[src/hw/rtl/ccw_pkg.sv]
`default_nettype none

package ccw_pkg;

	localparam int KERNEL_SIZE_DEF    = 3;
	localparam int MAX_WIDTH_DEF      = 1024;
	localparam int MAX_HEIGHT         = 4096;
	localparam int PIXEL_BITS         = 8;
	localparam int CHANNELS           = 3;
	localparam int COEF_W             = 16;
	localparam int COEF_IDX_W         = 4;
	localparam int FRAC_BITS          = 12;
	localparam int PROD_W             = PIXEL_BITS + 1 + COEF_W;
	localparam int ROW_W              = 12;
	localparam int SAT_W              = 14;
	localparam int WIDTH_REG_W        = 11;
	localparam int HEIGHT_REG_W       = 13;
	localparam int CFG_INDEX_W        = 2;
	localparam int CFG_DATA_W         = 13;
	localparam int FRAME_WIDTH_RESET  = 1024;
	localparam int FRAME_HEIGHT_RESET = 1024;

	localparam logic MODE_PIXEL = 1'b0;
	localparam logic MODE_COEF  = 1'b1;

	typedef enum logic [CFG_INDEX_W-1:0] {
		REG_FRAME_WIDTH  = 2'd0,
		REG_FRAME_HEIGHT = 2'd1
	} cfg_reg_t;

	typedef logic [PIXEL_BITS-1:0] pixel_t;
	typedef logic [CHANNELS-1:0][PIXEL_BITS-1:0] rgb_t;
	typedef logic signed [COEF_W-1:0] coef_t;

	typedef struct packed {
		logic shift;
		logic capture;
		logic sum;
	} lane_ctrl_t;

	typedef struct packed {
		logic rd_en;
		logic wr_en;
	} lb_ctrl_t;

endpackage

`default_nettype wire

[src/hw/rtl/ccw_lane.sv]
`default_nettype none

module ccw_lane import ccw_pkg::*; #(
	parameter int KERNEL_SIZE = KERNEL_SIZE_DEF
) (
	input  wire logic       clk,
	input  wire logic       arst_n,
	input  wire lane_ctrl_t ctrl,
	input  wire pixel_t     column [KERNEL_SIZE],
	input  wire coef_t      taps [KERNEL_SIZE*KERNEL_SIZE],
	output pixel_t          result
);

	localparam int TAPS      = KERNEL_SIZE * KERNEL_SIZE;
	localparam int ROW_SUM_W = PROD_W + $clog2(KERNEL_SIZE);
	localparam int ACC_W     = PROD_W + $clog2(TAPS);
	localparam int TOP_BIT   = FRAC_BITS + PIXEL_BITS;
	localparam logic [ACC_W:0] ROUND_HALF = (ACC_W+1)'(1) << (FRAC_BITS - 1);

	pixel_t window_q [KERNEL_SIZE][KERNEL_SIZE];
	pixel_t next_win [KERNEL_SIZE][KERNEL_SIZE];

	logic signed [PROD_W-1:0]    prod_d  [TAPS];
	logic signed [PROD_W-1:0]    prod_s2 [TAPS];
	logic signed [ROW_SUM_W-1:0] row_d   [KERNEL_SIZE];
	logic signed [ROW_SUM_W-1:0] row_s3  [KERNEL_SIZE];
	logic signed [ACC_W-1:0]     acc;
	logic        [ACC_W:0]       rnd;

	// Shift left by one column, new column enters on the right.
	always_comb begin
		for (int r = 0; r < KERNEL_SIZE; r++) begin
			for (int c = 0; c < KERNEL_SIZE - 1; c++) begin
				next_win[r][c] = window_q[r][c+1];
			end
			next_win[r][KERNEL_SIZE-1] = column[r];
		end
	end

	always_ff @(posedge clk or negedge arst_n) begin
		if (!arst_n) begin
			for (int r = 0; r < KERNEL_SIZE; r++) begin
				for (int c = 0; c < KERNEL_SIZE; c++) begin
					window_q[r][c] <= '0;
				end
			end
		end else if (ctrl.shift) begin
			window_q <= next_win;
		end
	end

	always_comb begin
		for (int r = 0; r < KERNEL_SIZE; r++) begin
			for (int c = 0; c < KERNEL_SIZE; c++) begin
				prod_d[r*KERNEL_SIZE+c] = $signed({1'b0, next_win[r][c]}) *
					taps[r*KERNEL_SIZE+c];
			end
		end
	end

	always_ff @(posedge clk) begin
		if (ctrl.capture) begin
			prod_s2 <= prod_d;
		end
	end

	always_comb begin
		for (int r = 0; r < KERNEL_SIZE; r++) begin
			row_d[r] = '0;
			for (int c = 0; c < KERNEL_SIZE; c++) begin
				row_d[r] = row_d[r] + ROW_SUM_W'(prod_s2[r*KERNEL_SIZE+c]);
			end
		end
	end

	always_ff @(posedge clk) begin
		if (ctrl.sum) begin
			row_s3 <= row_d;
		end
	end

	// Round half up, drop the fraction, clamp to the pixel range.
	always_comb begin
		acc = '0;
		for (int r = 0; r < KERNEL_SIZE; r++) begin
			acc = acc + ACC_W'(row_s3[r]);
		end
		rnd = (ACC_W+1)'(acc) + ROUND_HALF;
		if (rnd[ACC_W]) begin
			result = '0;
		end else if (|rnd[ACC_W-1:TOP_BIT]) begin
			result = '1;
		end else begin
			result = rnd[TOP_BIT-1:FRAC_BITS];
		end
	end

endmodule

`default_nettype wire

[config.mk]
export PLATFORM = sky130hd
export DESIGN_NAME = ccw_lane
export DESIGN_NICKNAME = d
export VERILOG_FILES = /design/src/hw/rtl/ccw_pkg.sv /design/src/hw/rtl/ccw_lane.sv
export SDC_FILE = /design/constraint.sdc
export NUM_CORES = 2
export LEC_CHECK = 0
export ABC_CLOCK_PERIOD_IN_PS = 6600
export BUFFER_PORTS_ARGS = -buffer_cell sky130_fd_sc_hd__buf_2
export CAP_MARGIN = 25
export CORE_UTILIZATION = 45
export CTS_BUF_LIST = sky130_fd_sc_hd__clkbuf_8
export DETAILED_ROUTE_END_ITERATION = 8
export MAX_ROUTING_LAYER = met4
export PLACE_DENSITY_LB_ADDON = 0.15
export SYNTH_ARGS = -nofsm -noshare
export SYNTH_HDL_FRONTEND = slang
export SYNTH_SLANG_ARGS = --single-unit
[constraint.sdc]
create_clock -name clk -period 6.6 [get_ports clk]
set_input_delay 0.66 -clock clk [delete_from_list [all_inputs] [get_ports clk]]
set_output_delay 0.66 -clock clk [all_outputs]
set_load 0.03 [all_outputs]
* Word level (Yosys, flattened, before mapping)
Index checks and enable logic that the tools add are counted.
Storage, ports and cells: register bits after elaboration 354, input port bits 173
Operators by class: $mul 9, reductions and logical operators 1, add/subtract/negate cells 9, mux-type cells 2
Operators by type and width (number):
- multiplier 9 x 16 -> 25 bit | 9
- adder 26 x 25 -> 27 bit | 3
- adder 25 x 25 -> 26 bit | 3
- adder 29 x 13 -> 30 bit (second input constant) | 1
- adder 28 x 27 -> 29 bit | 1
- adder 27 x 27 -> 28 bit | 1
- 2-to-1 mux 8 bit | 2
- OR reduction 9 bit | 1

* Logic depth before layout (Yosys ltp)
word-level depth 6, depth in mapped cells 23

* Worst setup path before layout
Ideal clock, no wire load.
path type input to register, start point input column[8] (netlist bit), end point register prod_s2[99] (netlist bit), data pin, stages 19, path buffers 2, library setup time 0.260 ns, data required time 6.340 ns, data arrival time 5.326 ns, path slack 1.014 ns, path through clkbuf_1 -> clkbuf_1 -> nand2_1 -> fa_1 -> inv_1 -> fa_1 -> fa_1 -> inv_1 -> fa_1 -> inv_1 -> ha_1 -> or3_1 -> o31ai_1 -> o2111a_1 -> o31ai_1 -> o41ai_1 -> o21bai_1 -> a21oi_1 -> xnor2_1
RTL lines:
- from (decl) | RTL line ccw_lane.sv:9 | input wire pixel_t column [KERNEL_SIZE],
- to (signal assigned) | RTL line ccw_lane.sv:63 | prod_s2 <= prod_d;
- to (decl) | RTL line ccw_lane.sv:24 | logic signed [PROD_W-1:0] prod_s2 [TAPS];

* Worst setup path after layout
start point register row_s3[10] (netlist bit), end point output result[1]
Between the ends: longest elaborated chain between the ends 5
RTL lines:
- from (decl) | RTL line ccw_lane.sv:26 | logic signed [ROW_SUM_W-1:0] row_s3 [KERNEL_SIZE];
- from (signal assigned) | RTL line ccw_lane.sv:78 | row_s3 <= row_d;
- adder 28 x 27 -> 29 bit (*) | RTL line ccw_lane.sv:86 | acc = acc + ACC_W'(row_s3[r]);
- adder 29 x 13 -> 30 bit (*) | RTL line ccw_lane.sv:88 | rnd = (ACC_W+1)'(acc) + ROUND_HALF;
- OR reduction 9 bit | RTL line ccw_lane.sv:91 | end else if (|rnd[ACC_W-1:TOP_BIT]) begin
- 2-to-1 mux 8 bit | RTL line ccw_lane.sv:91
- 2-to-1 mux 8 bit (*) | RTL line ccw_lane.sv:89 | if (rnd[ACC_W]) begin
- to (decl) | RTL line ccw_lane.sv:11 | output pixel_t result
Mark *: on every way between the ends. The rest lies on a longest branch, timed or not.

==> results_dict.tcl <==
set metrics [dict create \
    cts-buffers-inserted 70 \
    grt_max_degree 118 \
    crit_required_ps 5940 \
    synthDistinctLibCells 77 \
    ys_ff_latch 354 \
    grt_usage_pct 21.65 \
    regArea_mm2 0.01039 \
    drt_wl_total_mm 132.9 \
    crit_arrival_ps 5180 \
    dp_hpwl_mm 110.2 \
    root_buffer "clkbuf_8" \
    cts.htree.levels 3 \
    fmax_mhz 171.2 \
    path_max_fanout 8 \
    die_h_um 364.2 \
    multi_input_area_mm2 0.04240 \
    end_kind "output pin" \
    clock_path_buffers 3 \
    drive_gt1_share_pct 6.010 \
    tightest_slew_ps 989.7 \
    critPathTopFamily "compound AO/OA/AOI/OAI gates" \
    maxSlewViolCount 0 \
    cts_tree "built" \
    port_buffers 180 \
    initial_core_util_pct 45.48 \
    grt_pass1_vias 42110 \
    clk_pin_slew_ps 80 \
    syn_nets 7901 \
    wl_per_cell_um 16.44 \
    viasPerCell 4.921 \
    rows 132 \
    status "completed" \
    grt_pass1_wl_mm 221.2 \
    synth.yosys.seq_area_share_pct 17.60 \
    die_w_um 364.2 \
    max_slew_margin_pct 34.02 \
    hp-class "input port to asynchronous set/reset pin" \
    ant_nets 0 \
    tns_ps 0 \
    postCtsSetupRepairBufs 0 \
    drv_cap 0 \
    synth_edf_count 306 \
    setup_viol 0 \
    synth_area_mm2 0.05904 \
    crit_type "register to output pin" \
    via_count 39780 \
    die-area_mm2 0.1327 \
    final_nets 8058 \
    crit_slowest_cell "a2111oi_4" \
    grt_setup_unrepaired "false" \
    ys_async_sr_fraction_pct 13.56 \
    postSynthCellCount 6128 \
    io_pins 181 \
    grt_overflow 0 \
    ys_warn_count 0 \
    cpPeakStageDelay_ps 600 \
    drc 0 \
    drtPass1Iterations 5 \
    cp_cell_sequence "inv_1 > fa_1 > inv_1 > fa_1 > ha_1 > and3_1 > a221oi_2 > o21a_2 > and3_4 > o31ai_4 > o21ai_1 > a21oi_2 > or3_4 > a2111oi_4 > a21oi_1 > buf_2" \
    cts-hold-fix-buffers 0 \
    hold_viol_final 0 \
    path_buf_inv 3 \
    fillers 12430 \
    avgSynthCellArea_um2 9.635 \
    worst_setup_path_start_kind "register" \
    clk_latency_ps 710 \
    place_congestion 0.8502 \
    initialDrtViolationCount 1862 \
    layout_min_cycle_time_ps 5841 \
    core_area_mm2 0.1298 \
    fin_crit_sh_pct 88.50 \
    areaGrowthSynthToFinish_pct 7.167 \
    antenna_found_initial 7 \
    synthFlopType "edfxtp_1" \
    clock-sinks 354 \
    cts_resized 0 \
    fin_skew_ps 62.04 \
]
## logic make-up after synthesis
kind of cell	share of synthesized area (%)
DFF	17.60
xor gates and xnor gates	3.901
adders and majority gates	46.90
AOI/OAI and AO/OA	5.684
and+or+nand+nor	14.37
muxes	0.9494
buffers and inverters	10.59
## per-layer routing
metal / track usage [%] / wire length (um)
met1: 28.83 / 61630
met2: 36.30 / 65180
met3: 2.059 / 4161
met4: 3.740 / 1926
met5: - / 0
## worst register-to-register path: stages (launching register included)
cell,delay [ps]
dfrtp_1,800
nand2_1,170
fa_1,530
fa_1,510
inv_1,40
ha_1,260
inv_1,40
fa_1,470
inv_1,60
ha_1,270
a21o_1,160
a21oi_1,240
o21bai_1,100
a21oi_1,290
a211oi_1,210
a221oi_1,400
a211oi_1,180
a41o_1,290
o41ai_1,320
xnor2_1,140
## per-stage QoR
| step | setup WS [ps] | hold slack [ps] | utilization, % | cells | cell area [um2] |
|---|---|---|---|---|---|
| after global routing | 409.7 | 175.3 | 48.74 | 8083 | 63270 |
| final | 758.7 | 157.5 | 48.74 | 8084 | 63270 |
| after global placement | 734.2 | 760.6 | 47.64 | 7954 | 61850 |
| after CTS | 675.2 | 128.0 | 48.71 | 8080 | 63240 |
| after detailed placement | 694.9 | 778.3 | 47.64 | 7954 | 61850 |
| after floorplan | 1014 | 364.4 | - | 6128 | 59040 |
## area by class of cell
class | count | area share, %
well taps | 1742 | 3.445
clock buffers | 75 | 1.631
flip-flops and latches | 354 | 16.42
diodes | 3 | 0.01186
inverters | 1554 | 9.219
repair buffers | 197 | 1.697
clock inverters | 51 | 0.5675
multi-input cells | 4108 | 67.01
## cells in the mapped netlist (3+ instances only)
cell / count / area share, %
nand3b_1: 8 / 0.10
mux2_2: 48 / 0.92
nor3_1: 70 / 0.59
a41o_1: 4 / 0.068
a2111oi_0: 3 / 0.045
nand4_1: 8 / 0.085
or2_2: 17 / 0.18
a21boi_0: 7 / 0.089
o211ai_1: 13 / 0.17
xor2_1: 60 / 0.89
nand2b_1: 31 / 0.33
o41ai_2: 4 / 0.11
clkbuf_1: 111 / 0.71
dfrtp_1: 48 / 2.0
a211oi_1: 20 / 0.25
or3_1: 18 / 0.19
a311oi_1: 5 / 0.074
or4_1: 3 / 0.038
and3_1: 31 / 0.33
a211o_1: 3 / 0.045
a31oi_1: 18 / 0.19
o21ai_0: 81 / 0.69
o31ai_1: 15 / 0.19
a21o_1: 56 / 0.71
edfxtp_1: 306 / 16
o41ai_1: 6 / 0.089
o21bai_1: 12 / 0.15
a41oi_1: 3 / 0.045
xnor2_1: 203 / 3.0
a21oi_1: 176 / 1.5
nor2_1: 147 / 0.93
o311ai_0: 3 / 0.045
nand3_1: 41 / 0.35
o2111ai_1: 3 / 0.045
o21a_1: 31 / 0.39
ha_1: 578 / 12
o21ai_1: 6 / 0.051
nand2_1: 629 / 4.0
fa_1: 1022 / 35
nor4_1: 3 / 0.032
inv_1: 1554 / 9.9
and2_1: 632 / 6.7
a31o_2: 5 / 0.074
o31a_1: 8 / 0.12
nor2b_1: 37 / 0.39
## final timing paths
path	start	endpoint	slack [ps]	cells after the start
worst max register to register	next_win[65]	prod_s2[223]	840	19
max in group asynchronous	arst_n	next_win[41]	5740	2
worst min register to register	prod_s2[126]	row_s3[28]	770	2
min in group clk	ctrl[0]	row_s3[11]	350	1
worst min-delay path	arst_n	next_win[60]	160	2
worst max-delay path	row_s3[10]	result[1]	760	16
## registers in the layout (all words and copies together), names as in the netlist
register,count
row_s3,81
next_win,48
prod_s2,225
## cells in the final DEF (no fill, tap or decap), drive strengths merged, types with 8 or more instances in the layout
cell type / Yosys / routed
a211oi: 20 / 20
a21oi: 177 / 177
a21boi: 9 / 9
clkbuf: 111 / 75
dfrtp: 48 / 48
o211ai: 13 / 13
fa: 1022 / 1022
o21a: 32 / 32
nor2: 147 / 147
nand2: 629 / 629
o31ai: 16 / 16
and3: 32 / 32
a31oi: 18 / 18
nor3: 70 / 70
nor2b: 37 / 37
xor2: 60 / 60
nand3b: 8 / 8
nand4: 8 / 8
nand2b: 31 / 31
ha: 578 / 578
o21ai: 87 / 87
clkinv: 0 / 23
o41ai: 10 / 10
nand3: 41 / 41
and2: 632 / 632
or2: 17 / 17
o31a: 8 / 8
inv: 1554 / 1572
o21bai: 12 / 12
or3: 19 / 19
a21o: 56 / 56
edfxtp: 306 / 306
xnor2: 203 / 203
buf: 1 / 197
mux2: 48 / 48
Power is not shown: default switching activity piles up to over one toggle a cycle in this logic, so the estimate is an artifact.
